### src/design/ptwd_pkg.sv
// Package for the packed text word decoder.
// Holds code values, the special character table and the shared struct types.
// No dependencies.
package ptwd_pkg;

  localparam int unsigned CODE_W  = 5;
  localparam int unsigned CHAR_W  = 7;
  localparam int unsigned WORD_W  = 16;
  localparam int unsigned COUNT_W = 2;
  localparam int unsigned ALPHA_W = 2;
  localparam int unsigned LANES   = 3;
  localparam int unsigned END_BIT = 15;

  // Code values
  localparam logic [CODE_W-1:0] CODE_SPACE      = 5'd0;
  localparam logic [CODE_W-1:0] CODE_NEWLINE    = 5'd1;
  localparam logic [CODE_W-1:0] CODE_SHIFT_UP   = 5'd2;
  localparam logic [CODE_W-1:0] CODE_SHIFT_SPEC = 5'd3;
  localparam logic [CODE_W-1:0] CODE_LOCK_UP    = 5'd4;
  localparam logic [CODE_W-1:0] CODE_LOCK_SPEC  = 5'd5;

  // Alphabet identifiers
  localparam logic [ALPHA_W-1:0] ALPHA_LOWER = 2'd0;
  localparam logic [ALPHA_W-1:0] ALPHA_UPPER = 2'd1;
  localparam logic [ALPHA_W-1:0] ALPHA_SPEC  = 2'd2;

  localparam logic [CHAR_W-1:0] CH_SPACE   = 7'h20;
  localparam logic [CHAR_W-1:0] CH_NEWLINE = 7'h0A;
  // Letter codes start at 6: offsets fold that in
  localparam logic [CHAR_W-1:0] LOWER_OFS  = 7'd91;  // 'a' - 6
  localparam logic [CHAR_W-1:0] UPPER_OFS  = 7'd59;  // 'A' - 6

  // Special alphabet, indexed by code; the last two entries, codes 30 and 31, give '?'
  localparam logic [CHAR_W-1:0] SPECIAL_TBL [0:31] = '{
    7'h20, 7'h0A, 7'h20, 7'h20, 7'h20, 7'h20,
    7'h30, 7'h31, 7'h32, 7'h33, 7'h34, 7'h35, 7'h36, 7'h37, 7'h38, 7'h39,
    7'h2E, 7'h2C, 7'h21, 7'h3F, 7'h5F, 7'h23, 7'h27, 7'h22, 7'h2F, 7'h5C,
    7'h2D, 7'h3A, 7'h28, 7'h29,
    7'h3F, 7'h3F
  };

  typedef struct packed {
    logic [ALPHA_W-1:0] locked;
    logic               pend;
    logic [ALPHA_W-1:0] shift_alpha;
  } alpha_state_t;

  typedef struct packed {
    logic              emit;
    logic [CHAR_W-1:0] ch;
  } lane_res_t;

  typedef struct packed {
    logic [CHAR_W-1:0]  first_char;
    logic [CHAR_W-1:0]  second_char;
    logic [CHAR_W-1:0]  third_char;
    logic [COUNT_W-1:0] char_count;
    logic               string_end;
  } out_beat_t;

endpackage

### src/design/ptwd_in_if.sv
// Input channel: one packed text word per beat.
// Depends on ptwd_pkg.
interface ptwd_in_if;
  import ptwd_pkg::*;

  logic              valid;
  logic              ready;
  logic [WORD_W-1:0] code_word;

  modport source (output valid, output code_word, input ready);
  modport sink   (input valid, input code_word, output ready);
endinterface

### src/design/ptwd_out_if.sv
// Result channel: up to three characters, a count and the end flag per beat.
// Depends on ptwd_pkg.
interface ptwd_out_if;
  import ptwd_pkg::*;

  logic               valid;
  logic               ready;
  logic [CHAR_W-1:0]  first_char;
  logic [CHAR_W-1:0]  second_char;
  logic [CHAR_W-1:0]  third_char;
  logic [COUNT_W-1:0] char_count;
  logic               string_end;

  modport source (output valid, output first_char, output second_char, output third_char,
                  output char_count, output string_end, input ready);
  modport sink   (input valid, input first_char, input second_char, input third_char,
                  input char_count, input string_end, output ready);
endinterface

### src/design/ptwd_lane.sv
// One decode lane: a single 5-bit code against the incoming alphabet state.
// Depends on ptwd_pkg.
module ptwd_lane (
  input  logic [ptwd_pkg::CODE_W-1:0] code,
  input  ptwd_pkg::alpha_state_t      st_in,
  output ptwd_pkg::alpha_state_t      st_out,
  output ptwd_pkg::lane_res_t         res
);
  import ptwd_pkg::*;

  logic [ALPHA_W-1:0] alpha;

  always_comb begin
    st_out = st_in;
    res    = '0;
    alpha  = st_in.pend ? st_in.shift_alpha : st_in.locked;
    case (code)
      CODE_SPACE: begin
        res.emit = 1'b1;
        res.ch   = CH_SPACE;
      end
      CODE_NEWLINE: begin
        res.emit = 1'b1;
        res.ch   = CH_NEWLINE;
      end
      CODE_SHIFT_UP: begin
        st_out.pend        = 1'b1;
        st_out.shift_alpha = ALPHA_UPPER;
      end
      CODE_SHIFT_SPEC: begin
        st_out.pend        = 1'b1;
        st_out.shift_alpha = ALPHA_SPEC;
      end
      CODE_LOCK_UP: begin
        st_out.locked = ALPHA_UPPER;
      end
      CODE_LOCK_SPEC: begin
        st_out.locked = ALPHA_SPEC;
      end
      default: begin
        // letter: clears any pending shift
        st_out.pend = 1'b0;
        res.emit    = 1'b1;
        if (alpha == ALPHA_LOWER) begin
          res.ch = CHAR_W'(code) + LOWER_OFS;
        end else if (alpha == ALPHA_UPPER) begin
          res.ch = CHAR_W'(code) + UPPER_OFS;
        end else begin
          res.ch = SPECIAL_TBL[code];
        end
      end
    endcase
  end
endmodule

### src/design/ptwd_merge.sv
// Merge stage: packs the emitting lanes into consecutive character slots.
// Depends on ptwd_pkg.
module ptwd_merge (
  input  ptwd_pkg::lane_res_t res0,
  input  ptwd_pkg::lane_res_t res1,
  input  ptwd_pkg::lane_res_t res2,
  input  logic                end_flag,
  output ptwd_pkg::out_beat_t beat
);
  import ptwd_pkg::*;

  always_comb begin
    beat            = '0;
    beat.string_end = end_flag;
    beat.char_count = COUNT_W'(res0.emit) + COUNT_W'(res1.emit) + COUNT_W'(res2.emit);

    if (res0.emit) begin
      beat.first_char = res0.ch;
    end else if (res1.emit) begin
      beat.first_char = res1.ch;
    end else if (res2.emit) begin
      beat.first_char = res2.ch;
    end

    if (res0.emit && res1.emit) begin
      beat.second_char = res1.ch;
    end else if ((res0.emit || res1.emit) && res2.emit) begin
      beat.second_char = res2.ch;
    end

    if (res0.emit && res1.emit && res2.emit) begin
      beat.third_char = res2.ch;
    end
  end
endmodule

### src/design/packed_text_word_decoder.sv
// Packed text word decoder, top level.
// Each accepted word is decoded combinationally; its result beat is registered in
// the output slot, or the skid slot while out_ch stalls. One word per cycle while the
// skid slot is empty; the alphabet state chains through the three lanes and is registered once per word.
// Reset (rst_n low, synchronous): alphabet state to lower case, no shift, both
// output slots empty. A stalled result is held while one more word is taken.
module packed_text_word_decoder (
  input  logic              clk,
  input  logic              rst_n,
  ptwd_in_if.sink           in_ch,
  ptwd_out_if.source        out_ch
);
  import ptwd_pkg::*;

  // Alphabet state carried between words
  alpha_state_t state_r;
  alpha_state_t st0_out;
  alpha_state_t st1_out;
  alpha_state_t st2_out;
  alpha_state_t state_nxt;

  lane_res_t res0;
  lane_res_t res1;
  lane_res_t res2;
  out_beat_t beat_new;

  // Output register plus one skid slot
  logic      out_valid_r;
  out_beat_t out_data_r;
  logic      skid_valid_r;
  out_beat_t skid_data_r;

  logic in_fire;
  logic out_free;

  assign in_ch.ready = !skid_valid_r;
  assign in_fire     = in_ch.valid && in_ch.ready;
  assign out_free    = !out_valid_r || out_ch.ready;

  // Three lanes, high code first; each sees the state left by the one before
  ptwd_lane u_lane0 (
    .code   (in_ch.code_word[14:10]),
    .st_in  (state_r),
    .st_out (st0_out),
    .res    (res0)
  );

  ptwd_lane u_lane1 (
    .code   (in_ch.code_word[9:5]),
    .st_in  (st0_out),
    .st_out (st1_out),
    .res    (res1)
  );

  ptwd_lane u_lane2 (
    .code   (in_ch.code_word[4:0]),
    .st_in  (st1_out),
    .st_out (st2_out),
    .res    (res2)
  );

  ptwd_merge u_merge (
    .res0     (res0),
    .res1     (res1),
    .res2     (res2),
    .end_flag (in_ch.code_word[END_BIT]),
    .beat     (beat_new)
  );

  // End marker drops all alphabet state once the word is decoded
  always_comb begin
    state_nxt = state_r;
    if (in_fire) begin
      state_nxt = in_ch.code_word[END_BIT] ? '0 : st2_out;
    end
  end

  always_ff @(posedge clk) begin
    if (!rst_n) begin
      state_r <= '0;
    end else begin
      state_r <= state_nxt;
    end
  end

  // Output slot and skid slot; order kept: skid drains before new beats
  always_ff @(posedge clk) begin
    if (!rst_n) begin
      out_valid_r  <= 1'b0;
      skid_valid_r <= 1'b0;
    end else if (out_free) begin
      if (skid_valid_r) begin
        out_valid_r  <= 1'b1;
        skid_valid_r <= 1'b0;
      end else begin
        out_valid_r <= in_fire;
      end
    end else if (in_fire) begin
      skid_valid_r <= 1'b1;
    end
  end

  always_ff @(posedge clk) begin
    if (out_free) begin
      if (skid_valid_r) begin
        out_data_r <= skid_data_r;
      end else if (in_fire) begin
        out_data_r <= beat_new;
      end
    end else if (in_fire) begin
      skid_data_r <= beat_new;
    end
  end

  assign out_ch.valid       = out_valid_r;
  assign out_ch.first_char  = out_data_r.first_char;
  assign out_ch.second_char = out_data_r.second_char;
  assign out_ch.third_char  = out_data_r.third_char;
  assign out_ch.char_count  = out_data_r.char_count;
  assign out_ch.string_end  = out_data_r.string_end;

`ifndef SYNTH
  // Skid slot only fills behind a held result
  a_skid_behind_out: assert property (@(posedge clk) disable iff (!rst_n)
    skid_valid_r |-> out_valid_r)
    else $error("skid slot full while output slot empty");

  // A word with the end marker leaves lower case, no shift pending
  a_end_clears_state: assert property (@(posedge clk) disable iff (!rst_n)
    (in_fire && in_ch.code_word[END_BIT]) |=> (state_r == '0))
    else $error("alphabet state not cleared after end marker");

  // Empty result carries no characters
  a_empty_no_chars: assert property (@(posedge clk) disable iff (!rst_n)
    (out_valid_r && (out_data_r.char_count == '0)) |->
      (out_data_r.first_char == '0 && out_data_r.second_char == '0 &&
       out_data_r.third_char == '0))
    else $error("characters present with zero count");
`endif

endmodule
### src/flat_wrapper.sv
// flat-port wrapper written by rule: the top's interface ports become plain ports
module packed_text_word_decoder_flat import ptwd_pkg::*;
  (clk, rst_n, in_ch_valid, in_ch_code_word, in_ch_ready, out_ch_valid, out_ch_first_char, out_ch_second_char, out_ch_third_char, out_ch_char_count, out_ch_string_end, out_ch_ready);
  ptwd_in_if in_ch_i ();
  ptwd_out_if out_ch_i ();
  input  logic clk;
  input  logic rst_n;
  input wire logic [$bits(in_ch_i.valid)-1:0] in_ch_valid;
  input wire logic [$bits(in_ch_i.code_word)-1:0] in_ch_code_word;
  output wire logic [$bits(in_ch_i.ready)-1:0] in_ch_ready;
  output wire logic [$bits(out_ch_i.valid)-1:0] out_ch_valid;
  output wire logic [$bits(out_ch_i.first_char)-1:0] out_ch_first_char;
  output wire logic [$bits(out_ch_i.second_char)-1:0] out_ch_second_char;
  output wire logic [$bits(out_ch_i.third_char)-1:0] out_ch_third_char;
  output wire logic [$bits(out_ch_i.char_count)-1:0] out_ch_char_count;
  output wire logic [$bits(out_ch_i.string_end)-1:0] out_ch_string_end;
  input wire logic [$bits(out_ch_i.ready)-1:0] out_ch_ready;
  assign in_ch_i.valid = in_ch_valid;
  assign in_ch_i.code_word = in_ch_code_word;
  assign in_ch_ready = in_ch_i.ready;
  assign out_ch_valid = out_ch_i.valid;
  assign out_ch_first_char = out_ch_i.first_char;
  assign out_ch_second_char = out_ch_i.second_char;
  assign out_ch_third_char = out_ch_i.third_char;
  assign out_ch_char_count = out_ch_i.char_count;
  assign out_ch_string_end = out_ch_i.string_end;
  assign out_ch_i.ready = out_ch_ready;
  packed_text_word_decoder u_core (.clk(clk), .rst_n(rst_n), .in_ch(in_ch_i), .out_ch(out_ch_i));
endmodule
### config.mk
export PLATFORM = sky130hd
export DESIGN_NAME = packed_text_word_decoder_flat
export DESIGN_NICKNAME = d
export VERILOG_FILES = /design/src/design/ptwd_pkg.sv /design/src/design/ptwd_in_if.sv /design/src/design/ptwd_out_if.sv /design/src/design/ptwd_lane.sv /design/src/design/ptwd_merge.sv /design/src/design/packed_text_word_decoder.sv /design/src/flat_wrapper.sv
export SDC_FILE = /design/constraint.sdc
export NUM_CORES = 1
export LEC_CHECK = 0
export BUFFER_PORTS_ARGS = -buffer_cell sky130_fd_sc_hd__buf_4
export CORE_AREA = 4 4 97 99
export DETAILED_ROUTE_END_ITERATION = 7
export DIE_AREA = 0 0 101 103
export GPL_ROUTABILITY_DRIVEN = 0
export PLACE_DENSITY = 0.79
export SYNTH_ARGS = -nofsm -noshare
export SYNTH_HDL_FRONTEND = slang
export SYNTH_SLANG_ARGS = --single-unit
### constraint.sdc
create_clock -name clk -period 4.1 [get_ports clk]
set_input_delay 1.23 -clock clk [delete_from_list [all_inputs] [get_ports clk]]
set_output_delay 1.23 -clock clk [all_outputs]
set_load 0.02 [all_outputs]
# --- Yosys cells after proc, flatten, opt, wreduce, memory -nomap -nowiden ---
# Memory sizes are Yosys's and may differ from the RTL's.
# Cells that the tools add are included.
op_classes:
  bitwise: 5
  muxes: 37
  addsub: 8
  n_eq_ne: 18
  n_lt_le_gt_ge: 3
  n_reduce_logical: 27
ops:
  columns: ["operator", "n"]
  rows:
  - ["$mux 7", 18]
  - ["$pmux 8 s3", 3]
  - ["$mux 24", 2]
  - ["$eq 5x2->1 const B", 6]
  - ["$eq 5x3->1 const B", 6]
  - ["$pmux 2 s2", 6]
  - ["$reduce_or 4->1", 6]
  - ["$add 5x6->7 const B", 3]
  - ["$add 5x7->7 const B", 3]
  - ["$ge 6x6->1 const B", 3]
  - ["$not 5->6", 3]
  - ["$eq 5x1->1 const B", 3]
  - ["$logic_not 5->1", 3]
  - ["$reduce_or 2->1", 4]
  - ["$eq 2x1->1 const B", 3]
  - ["$logic_not 2->1", 3]
  - ["$mux 2", 3]
  - ["$pmux 1 s2", 3]
  - ["$mux 5", 1]
  - ["$logic_and 1x1->1", 4]
  - ["$reduce_and 2->1", 2]
  - ["$add 1x1->2", 1]
  - ["$add 2x1->2", 1]
  - ["$logic_not 1->1", 2]
  - ["4 further kinds", 6]
totals:
  register_bits: 55
  mem_bits_ro: 672
  inputBits: 20
  mem_count: 3
memory_table:
  columns: ["memory", "words", "word_bits", "rd", "rd_ports_with_merged_regs", "write_ports", "line_no", "text"]
  rows:
  - ["(no name shown)", 32, 7, 1, 0, 0, "ptwd_lane.sv:49", "res.ch = SPECIAL_TBL[code];"]
  - ["(no name shown)", 32, 7, 1, 0, 0, "ptwd_lane.sv:49", null]
  - ["(no name shown)", 32, 7, 1, 0, 0, "ptwd_lane.sv:49", null]

# --- Longest topological paths before layout ---
# Gate-level depths: netlist (run 1).
depth:
  word_depth: 14
  ltp_mapped: 12
  depth_no_buf: 10

# --- Cells and area by module ---
# Synthesis (run 1) repeated with hierarchy kept, for this count alone.
hier_totals:
  hier_cells: 455
  area_unflattened_um2: 4652.0
by_module_without_submodules:
  columns: ["mod", "instances", "cells_each", "area_per_inst_um2", "seq_area_each_um2"]
  rows:
  - ["packed_text_word_decoder", 1, 106, 2107.0, 1581.5]
  - ["ptwd_lane at u_core.u_lane2", 1, 99, 724.4, 0.0]
  - ["ptwd_lane at u_core.u_lane1", 1, 93, 704.4, 0.0]
  - ["ptwd_lane at u_core.u_lane0", 1, 91, 658.1, 0.0]
  - ["ptwd_merge", 1, 66, 457.9, 0.0]

# --- Worst setup path before layout (run 1) ---
# OpenSTA, ideal clock, no wires.
synth_path:
  path_type: "input to register"
  start: "input in_ch_code_word[10]"
  end: "register u_core.out_data_r, in the netlist u_core.out_ch.first_char[0], data pin"
  arrival_ns: 3.845
  stages: 12
  n_path_buf: 3
  setup_slack_ns: -0.006
  required_time_ns: 3.839
  path_cell_list: "clkbuf_1 inv_1 ha_1 buf_2 o21ai_0 a2111oi_4 a2111oi_2 a21o_1 buf_2 mux2i_1 o21bai_1 a221o_1"
synth_between:
  elab_chain_cells: 14
synth_rtl:
  columns: ["element", "line_no", "text"]
  rows:
  - ["from (decl)", "flat_wrapper.sv:9", "input wire logic [$bits(in_ch_i.code_word)-1:0] in_ch_code_word;"]
  - ["$eq 5x3->1 (tied with other cells)", "ptwd_lane.sv:17", "case (code)"]
  - ["$reduce_or 4->1 (no source line) or $reduce_or 2->1 (tied branches)", null, null]
  - ["$pmux 1 s2 (2 in a row)", "ptwd_lane.sv:17", null]
  - ["$mux 2", "ptwd_lane.sv:16", "alpha = st_in.pend ? st_in.shift_alpha : st_in.locked;"]
  - ["$eq 2x1->1", "ptwd_lane.sv:46", "end else if (alpha == ALPHA_UPPER) begin"]
  - ["$mux 7", "ptwd_lane.sv:46", null]
  - ["$mux 7", "ptwd_lane.sv:44", "if (alpha == ALPHA_LOWER) begin"]
  - ["$pmux 8 s3", "ptwd_lane.sv:17", null]
  - ["$mux 7", "ptwd_merge.sv:21", "end else if (res2.emit) begin"]
  - ["$mux 7", "ptwd_merge.sv:19", "end else if (res1.emit) begin"]
  - ["$mux 7 *", "ptwd_merge.sv:17", "if (res0.emit) begin"]
  - ["$mux 24 *", "packed_text_word_decoder.sv:107", "end else if (in_fire) begin"]
  - ["$mux 24 *", "packed_text_word_decoder.sv:105", "if (skid_valid_r) begin"]
  - ["to (signal assigned)", "packed_text_word_decoder.sv:106", "out_data_r <= skid_data_r;"]
  - ["to (signal assigned)", "packed_text_word_decoder.sv:108", "out_data_r <= beat_new;"]
  - ["to (decl)", "packed_text_word_decoder.sv:29", "out_beat_t out_data_r;"]
# Every way passes the cells marked *; elsewhere a longest branch is shown, timed or not. The select of a mux whose other input is x is not followed.
# A chain may end at the register's enable or synchronous reset.

==> results of run 1 <==
## cells in the final DEF (no fill, tap or decap), drive strengths merged, types with 5 or more instances in the layout
cell     count
buf         80
inv         26
nand2       50
nor3        12
ha          29
nand3        7
edfxtp      48
mux2i       10
a21o         7
clkbuf       5
mux4         6
a211oi      16
o22ai        6
o31ai       12
nand2b       8
o221ai       5
o21a         8
nor2        45
a31oi        6
a2111oi      5
mux2        14
o21ai       31
nor2b        9
dfxtp        7
a21oi       26
## per-layer routing
layer	part of all wire	global-route usage	wire length, um
met1	0.43	0.304	5130
met2	0.48	0.374	5730
met3	0.072	0.0507	867
met4	0.020	0.0573	236
met5	0	0	0
## per-stage QoR
step | hold slack [ns] | std cells | utilization | instance area, um^2 | setup slack (ns)
2_1_floorplan | 0.498 | 506 | - | 4650 | 0.0999
3_3_place_gp | 0.510 | 660 | 0.613 | 5250 | 0.100
3_5_place_dp | 0.519 | 660 | 0.613 | 5250 | -0.00928
4_1_cts | 0.545 | 668 | 0.624 | 5340 | 0.336
5_1_grt | 0.577 | 668 | 0.624 | 5340 | 0.0666
6_report | 0.541 | 668 | 0.624 | 5340 | 0.250
## worst max-delay path, delay by kind of cell
family / cells / cell delay, ns
mux: 1 / 0.30
compound gates: 4 / 1.05
xor+xnor: 1 / 0.17
simple gates: 1 / 0.53
fa+ha+maj: 1 / 0.19
buf+inv: 3 / 0.46
## registers in the layout (all words and copies together), names as in the netlist
register / count
u_core.out_ch.first_char: 7
u_core.skid_valid_r: 1
u_core.out_ch.third_char: 7
u_core.out_ch.valid: 1
u_core.out_ch.string_end: 1
u_core.skid_data_r: 24
u_core.out_ch.char_count: 2
u_core.out_ch.second_char: 7
u_core.state_r: 5
## cell type report
class                      count  area [um^2]
clock buffer                   5         68.8
clock inverter                 3         23.8
fill                         707         3210
inverter                      26         97.6
multi-input combinational    391         2830
sequential                    55         1580
tap                          108          135
timing repair buffer          80          601
## worst paths after layout
check                             startpoint                                     end  depth (start not counted)
min reg2reg  u_core.skid_data_r[8]$_DFFE_PP_   u_core.out_ch.third_char[5]$_DFFE_PP_                          2
max reg2reg   u_core.state_r[2]$_SDFFE_PN0P_   u_core.out_ch.first_char[3]$_DFFE_PP_                          8
max                      in_ch_code_word[11]  u_core.out_ch.second_char[5]$_DFFE_PP_                         11
min          u_core.skid_data_r[8]$_DFFE_PP_   u_core.out_ch.third_char[5]$_DFFE_PP_                          2
## power breakdown
group	leakage (uW)	total [uW]	switching, uW	internal (uW)
combinational	0.00155	461	266	195
clock	0.0000461	324	200	124
sequential	0.000504	670	10.0	660
## logic make-up after synthesis
| group | after synthesis |
|---|---|
| adders and majority gates | 30 |
| xor gates and xnor gates | 6 |
| DFF | 55 |
| AOI/OAI and AO/OA | 163 |
| buffers and inverters | 60 |
| muxes | 30 |
| and+or+nand+nor | 162 |
## synth_stat cells (all sizes together), types with 4 or more instances
cell,number,area (um^2)
xnor2,4,35.0
dfxtp,7,140
nor3,12,60.1
a221oi,4,35.0
nor2b,9,56.3
nand2b,8,50.1
mux2i,10,100
nand3,7,35.0
a21o,7,52.6
a2111oi,5,68.8
nand2,50,188
o21a,8,60.1
mux2,14,161
o221ai,5,43.8
buf,11,57.6
mux4,6,135
inv,25,93.8
nor2,45,169
o31ai,12,90.1
a31oi,6,43.8
edfxtp,48,1440
a21oi,26,134
o21ai,31,155
ha,29,363
o22ai,6,37.5
o2bb2ai,4,35.0
clkbuf,23,86.3
a211oi,16,120
==> impl_metrics.toml, run 1 <==
[clock_network]
cts.sinks = 55
cts_resized = 0
clock_path_buffers = 2
clk_pin_slew_ns = 0.10
cts_tree = "yes"
root_buffer = "clkbuf_8"
cts_hold_buffers = 0
cts_buffers = 5
ctsHtreeMaxLevel = 2
clock_latency_ns = 0.32
post_cts_buffers = 0

[timing]
clock-skew-final_ns = 0.00535
fin_crit_sh = 0.939
hold_viol = 0
slew_violations = 0
max_freq_mhz = 260
finalSetupTns_ns = 0
relSlewSlack = 0.573
tightestPinTransition_ns = 0.624
min_period_ns = 3.85
setup_viol = 0
rsz0062_at_grt = "false"

[die]
fp-row-count = 34
die_height_um = 103
io_pins = 46
core_area_um2 = 8550
start_util = 0.544
die_x_um = 101
die_area_um2 = 10400

[critical_path]
critPathMostFrequentCell = "buf_4"
crit_type = "in2reg"
path_cells = "buf_4 > inv_1 > ha_1 > nor4bb_1 > buf_4 > o21a_1 > o21ai_0 > xnor2_1 > a221oi_1 > o22ai_1 > mux2_2"
regToRegSetupSlack_ns = 1.29
crit_fanout = 9
critPathLaunchType = "input pin"
critPathArrivalTime_ns = 3.93
cpPeakStageDelay_ns = 0.53
crit_required_ns = 4.18
crit_slowest_cell = "nor4bb_1"
endpoint_kind = "register"

[global_route]
grt_pass1_wl_um = 18900
grt_pass1_vias = 3808
overflow = 0
grt_max_degree = 35
grt_use_total = 0.227
antenna_found_initial = 0

[drt]
via_per_inst = 6.29
drt_iter0_drc = 323
first_pass_iters = 5
antenna_left = 0
totalWireLength_um = 12000
drc = 0
wire_per_inst_um = 17.9
vias = 4202

[placed_design]
dpl.hpwl_um = 8910
place.port_buffers = 45

[logic_synthesis]
async_flop_share = 0
syn_inst = 506
muxShareOfSynthArea = 0.0853
syn_area_um2 = 4650
synth_top_family_by_area = "compound AO/OA/AOI/OAI gates"
syn-num-nets = 556
synth-simple-area-share = 0.175
synth.avg_cell_area_um2 = 9.19
synth_edf_count = 48
yosys_most_used_dff = "edfxtp_1"
ys_ff_latch = 55
ys.warnings.count = 0
yosys.area_share.xor_xnor = 0.0113
seq_area_frac_synth = 0.340
synth-compound-area-share = 0.254
ys_types = 78
synth-adder-area-share = 0.0823

[power]
leakage_uw = 0.00210
power_density_nw_per_um2 = 272
peakVddDrop_mv = 0.154
finalPower_uw = 1450

[layout]
drive_gt1_frac = 0.220
final_nets = 609
syn2layout_area_growth_pct = 14.8
n_antenna_cell = 0

[worst_hold_path]
hp-class = "reg2reg"

[job]
maxCapViolations = 0

[status]
status = "complete, no violations"
(Power assumes the default switching activity.)
==> run 2: changes to the inputs <==
--- a/config.mk
+++ b/config.mk
@@ -6,11 +6,13 @@
 export NUM_CORES = 1
 export LEC_CHECK = 0
 export BUFFER_PORTS_ARGS = -buffer_cell sky130_fd_sc_hd__buf_4
-export CORE_AREA = 4 4 97 99
+export CELL_PAD_IN_SITES_DETAIL_PLACEMENT = 1
+export CELL_PAD_IN_SITES_GLOBAL_PLACEMENT = 2
+export CORE_AREA = 4 4 122 124
 export DETAILED_ROUTE_END_ITERATION = 7
-export DIE_AREA = 0 0 101 103
+export DIE_AREA = 0 0 126 128
 export GPL_ROUTABILITY_DRIVEN = 0
-export PLACE_DENSITY = 0.79
+export PLACE_DENSITY = 0.78
 export SYNTH_ARGS = -nofsm -noshare
 export SYNTH_HDL_FRONTEND = slang
 export SYNTH_SLANG_ARGS = --single-unit
==> run 2 against run 1 <==
- clock skew is 0.0031 ns lower
- worst setup slack worse by 0.051 ns
- clock power is 36% higher
- clock-buffer cell count stayed put
- final area is 4.9% higher
- largest cell class unchanged
==> impl_metrics.toml, run 2 (synthesis results as in run 1) <==
[placed_design]
dpl.cell_count = 746
place.port_buffers = 45
dpl.hpwl_um = 10900
dpl_cell_area_um2 = 5440

[timing]
setup_viol = 0
relSlewSlack = 0.508
whs_ns = 0.534
clock-skew-final_ns = 0.00228
hold_viol = 0
fin_crit_sh = 0.951
tightestPinTransition_ns = 0.719
slew_violations = 0
max_freq_mhz = 256
rsz0062_at_grt = "false"
min_period_ns = 3.90

[power]
leakage_uw = 0.00220
p_comb_frac = 0.303
clockPowerShare = 0.276
sw_frac_of_total = 0.313
power_density_nw_per_um2 = 285
peakVddDrop_mv = 0.171
seq_power_share = 0.421
internal-power_uw = 1090
netSwitchingPower_uw = 499

[critical_path]
critPathLaunchType = "input pin"
endpoint_kind = "register"
r2r_end = "u_core.out_ch.first_char[3]$_DFFE_PP_"
crit_fanout = 9
reg2reg_from = "u_core.state_r[2]$_SDFFE_PN0P_"
crit_required_ns = 4.15
critPathArrivalTime_ns = 3.95
crit_type = "in2reg"
reg2reg_depth = 8
regToRegSetupSlack_ns = 1.30

[clock_network]
clock_latency_ns = 0.29
root_buffer = "clkbuf_16"
cts_hold_buffers = 0
cts_tree = "yes"
clock_path_buffers = 2
cts.sinks = 55
cts_buffers = 5
clk_pin_slew_ns = 0.08
ctsHtreeMaxLevel = 2

[status]
status = "complete, no violations"

[layout]
finalInstanceArea_um2 = 5600
final_nets = 623
mostFrequentLayoutCell = "buf_4"
largest_register_ff_count = 24
n_antenna_cell = 0
fillers = 1607
multi_input_area_um2 = 2840
final_util = 0.407
regArea_um2 = 1580
final_cell_mix = "buf_4 (94), nand2_1 (50), edfxtp_1 (48)"
final_cells = 754
syn2layout_area_growth_pct = 20.4
regMostFlops = "u_core.skid_data_r"
drive_gt1_frac = 0.239

[drt]
drc = 0
first_pass_iters = 4
wire_per_inst_um = 18.6
via_per_inst = 5.55
totalWireLength_um = 14000
antenna_left = 0
drt_iter0_drc = 315
vias = 4183

[global_route]
grt_pass1_vias = 4387
grt_pass1_wl_um = 23400
grt_max_degree = 35
grt_use_total = 0.177
antenna_found_initial = 0
overflow = 0

[job]
maxCapViolations = 0

[die]
die_area_um2 = 16100
fp-row-count = 43
die_x_um = 126
io_pins = 46
start_util = 0.338
core_area_um2 = 13800
die_height_um = 128

[worst_hold_path]
hp-class = "reg2reg"
whs_path_depth = 2
worstHoldEndpoint = "u_core.out_ch.third_char[0]$_DFFE_PP_"
min_from = "u_core.skid_data_r[3]$_DFFE_PP_"
-- run 2: final cells by class --
class / instances / area share
inverters: 26 / 0.0174
flip-flops and latches: 55 / 0.282
multi-input cells: 391 / 0.507
clock buffers: 5 / 0.0223
well taps: 180 / 0.0402
repair buffers: 94 / 0.126
clock inverters: 3 / 0.00425
-- run 2: what timing repair did --
action                                 CTS  global route
setup buffers                            0             0
endpoints found under the hold margin    0             0
setup endpoints to repair                0             5
gates resized for setup                  0             2
-- run 2: routing by layer --
layer | up-vias | wire [um] | GRT usage
met5 | - | 0 | 0
li1 | 2044 | - | -
met3 | 16 | 415 | 0.0254
met2 | 82 | 6500 | 0.284
met4 | 0 | 333 | 0.0549
met1 | 2041 | 6770 | 0.249
-- run 2: metrics by stage --
| step | setup TNS [ns] | setup WS [ns] | total power (uW) |
|---|---|---|---|
| after floorplan | 0 | 0.0999 | 977 |
| after global placement | -0.499 | -0.161 | 1160 |
| after detailed placement | -0.666 | -0.189 | 1170 |
| after CTS | 0 | 0.116 | 1610 |
| after global routing | 0 | 0.0233 | 1690 |
| final | 0 | 0.200 | 1590 |
-- run 2: worst max-delay path by stage --
| stage | startpoint | end | cells past startpoint |
|---|---|---|---|
| 3_5_place_dp | in_ch_code_word[10] | u_core.out_ch.second_char[5]$_DFFE_PP_ | 11 |
| 6_report | in_ch_code_word[11] | u_core.out_ch.first_char[5]$_DFFE_PP_ | 10 |
| 4_1_cts | in_ch_code_word[10] | u_core.out_ch.first_char[5]$_DFFE_PP_ | 11 |
| 5_1_grt | in_ch_code_word[10] | u_core.out_ch.second_char[1]$_DFFE_PP_ | 11 |
| 2_1_floorplan | in_ch_code_word[10] | u_core.out_ch.first_char[0]$_DFFE_PP_ | 12 |
| 3_3_place_gp | in_ch_code_word[10] | u_core.out_ch.first_char[5]$_DFFE_PP_ | 11 |
-- run 2: critical path, stage by stage --
cell,delay [ns]
buf_4,0.14
ha_1,0.29
or4b_2,0.70
a41oi_1,0.22
o21ai_0,0.17
xnor2_1,0.18
a221oi_1,0.40
buf_4,0.19
o221ai_1,0.13
mux2_2,0.30
-- run 2: power groups by stage --
stage	registers (uW)	logic (uW)	clock network [uW]
CTS	672	485	451
detailed placement	684	483	0
global placement	683	472	0
global route	674	532	484
floorplan	715	262	0
finish	671	483	441
==> run 3: changes to the inputs <==
==> constraint.sdc (replaced) <==
create_clock -name clk -period 3.3 [get_ports clk]
set_input_delay 0.66 -clock clk [delete_from_list [all_inputs] [get_ports clk]]
set_output_delay 0.66 -clock clk [all_outputs]
set_load 0.02 [all_outputs]
==> run 3 against run 2 <==
- clock skew increased by 0.0079 ns
- clock-buffer cell count unchanged
- worst setup slack got worse by 0.061 ns
- worst hold slack improved by 0.012 ns
- cell count increased by 3.7%
- combinational power increased by 34%
- sequential share of layout area decreased by 1.3 points
- critical path type unchanged
==> impl_metrics.toml, run 3 (synthesis results as in run 1) <==
[global_route]
antenna_found_initial = 0
overflow = 0
grt_max_degree = 34
grt_pass1_wl_um = 24400
grt_use_total = 0.183
grt_pass1_vias = 4515

[layout]
regArea_um2 = 1580
regMostFlops = "u_core.skid_data_r"
fillers = 1619
final_nets = 651
multi_input_area_um2 = 2890
largest_register_ff_count = 24
n_antenna_cell = 0
final_util = 0.426
final_cells = 782
mostFrequentLayoutCell = "buf_4"
drive_gt1_frac = 0.287
final_cell_mix = "buf_4 (122), nand2_1 (50), edfxtp_1 (48)"
syn2layout_area_growth_pct = 26.0

[critical_path]
critPathLaunchType = "input pin"
reg2reg_depth = 9
crit_end = "u_core.out_ch.second_char[3]$_DFFE_PP_"
critPathMostFrequentCell = "buf_4"
r2r_end = "u_core.out_ch.second_char[3]$_DFFE_PP_"
reg2reg_from = "u_core.state_r[2]$_SDFFE_PN0P_"
startpoint = "in_ch_code_word[10]"
critPathArrivalTime_ns = 3.22
crit_fanout = 4
crit_slowest_cell = "a2111oi_4"
crit_type = "in2reg"
crit_required_ns = 3.36
endpoint_kind = "register"
cpPeakStageDelay_ns = 0.43
path_cells = "buf_4 > inv_2 > buf_4 > ha_1 > o21ai_1 > a2111oi_4 > a2111oi_4 > a2111oi_0 > buf_4 > a211oi_1 > buf_4 > o22ai_1 > mux2_2"
regToRegSetupSlack_ns = 0.71

[die]
die_area_um2 = 16100
core_area_um2 = 13800
die_height_um = 128
die_x_um = 126
io_pins = 46
start_util = 0.338
fp-row-count = 43

[placed_design]
place.port_buffers = 45
dpl.hpwl_um = 11400
dpl.cell_count = 774

[drt]
wire_per_inst_um = 18.8
drc = 0
totalWireLength_um = 14700
vias = 4344
via_per_inst = 5.55
antenna_left = 0
drt_iter0_drc = 277
first_pass_iters = 4

[timing]
max_freq_mhz = 316
slew_violations = 0
hold_viol = 0
tightestPinTransition_ns = 0.657
fin_crit_sh = 0.958
whs_ns = 0.545
finalSetupTns_ns = 0
min_period_ns = 3.16
relSlewSlack = 0.549
clock-skew-final_ns = 0.0102
setup_viol = 0
rsz0062_at_grt = "true"

[clock_network]
cts_resized = 0
cts_buffers = 5
post_cts_buffers = 0
clock_path_buffers = 2
cts_tree = "yes"
root_buffer = "clkbuf_16"
ctsHtreeMaxLevel = 2
clock_latency_ns = 0.30
clk_pin_slew_ns = 0.08
cts_hold_buffers = 0
cts.sinks = 55

[power]
seq_power_share = 0.409
netSwitchingPower_uw = 646
sw_frac_of_total = 0.317
leakage_uw = 0.00234
clockPowerShare = 0.275
power_density_nw_per_um2 = 348
p_comb_frac = 0.316
peakVddDrop_mv = 0.177
internal-power_uw = 1390

[status]
status = "complete, no violations"

[worst_hold_path]
whs_path_depth = 2
min_from = "u_core.skid_data_r[8]$_DFFE_PP_"
hp-class = "reg2reg"

[job]
maxCapViolations = 0
run 3: cell count changes in the layout (fill, tap and decap cells not counted), moves of 2 or more:
cell      delta
buf_4       +28
mux2i_1      -2
mux2i_2      +2
a211oi_1     -2
run 3: through the flow:
step / total power (uW) / instance area, um^2 / setup slack, ns
6_report: 2040 / 5860 / 0.139
4_1_cts: 2040 / 5820 / 0.0209
3_5_place_dp: 1490 / 5670 / -0.292
3_3_place_gp: 1470 / 5670 / -0.232
2_1_floorplan: 1220 / 4670 / 0.000588
5_1_grt: 2140 / 5860 / -0.0456
run 3: critical path, delay by kind of cell:
family,cells,cell delay [ns]
compound gates,6,1.41
fa+ha+maj,1,0.24
buf+inv,5,0.63
mux,1,0.29
run 3: metal layers:
metal | vias to the layer above | routed length [um] | global-route usage
met5 | - | 0 | 0
met4 | 0 | 229 | 0.0397
met3 | 17 | 535 | 0.0242
met2 | 84 | 6850 | 0.301
met1 | 2146 | 7090 | 0.260
li1 | 2097 | - | -
run 3: worst min-delay path by stage:
stage	endpoint
3_3_place_gp	u_core.out_ch.third_char[0]$_DFFE_PP_
3_5_place_dp	u_core.out_ch.third_char[5]$_DFFE_PP_
5_1_grt	u_core.out_ch.second_char[0]$_DFFE_PP_
4_1_cts	u_core.out_ch.third_char[5]$_DFFE_PP_
2_1_floorplan	u_core.out_ch.third_char[0]$_DFFE_PP_
6_report	u_core.out_ch.third_char[5]$_DFFE_PP_
run 3: cell type report:
cell class              count  share of cell area
multi-input cells         391               0.493
flip-flops and latches     55               0.270
repair buffers            122               0.156
well taps                 180              0.0384
clock buffers               5              0.0213
inverters                  26              0.0166
clock inverters             3             0.00470
run 3: power by group through the flow:
stage / clock network, uW / registers [uW] / logic (uW)
floorplan: 0 / 889 / 329
global placement: 0 / 848 / 618
detailed placement: 0 / 850 / 635
CTS: 568 / 834 / 639
global route: 600 / 837 / 705
finish: 560 / 833 / 645
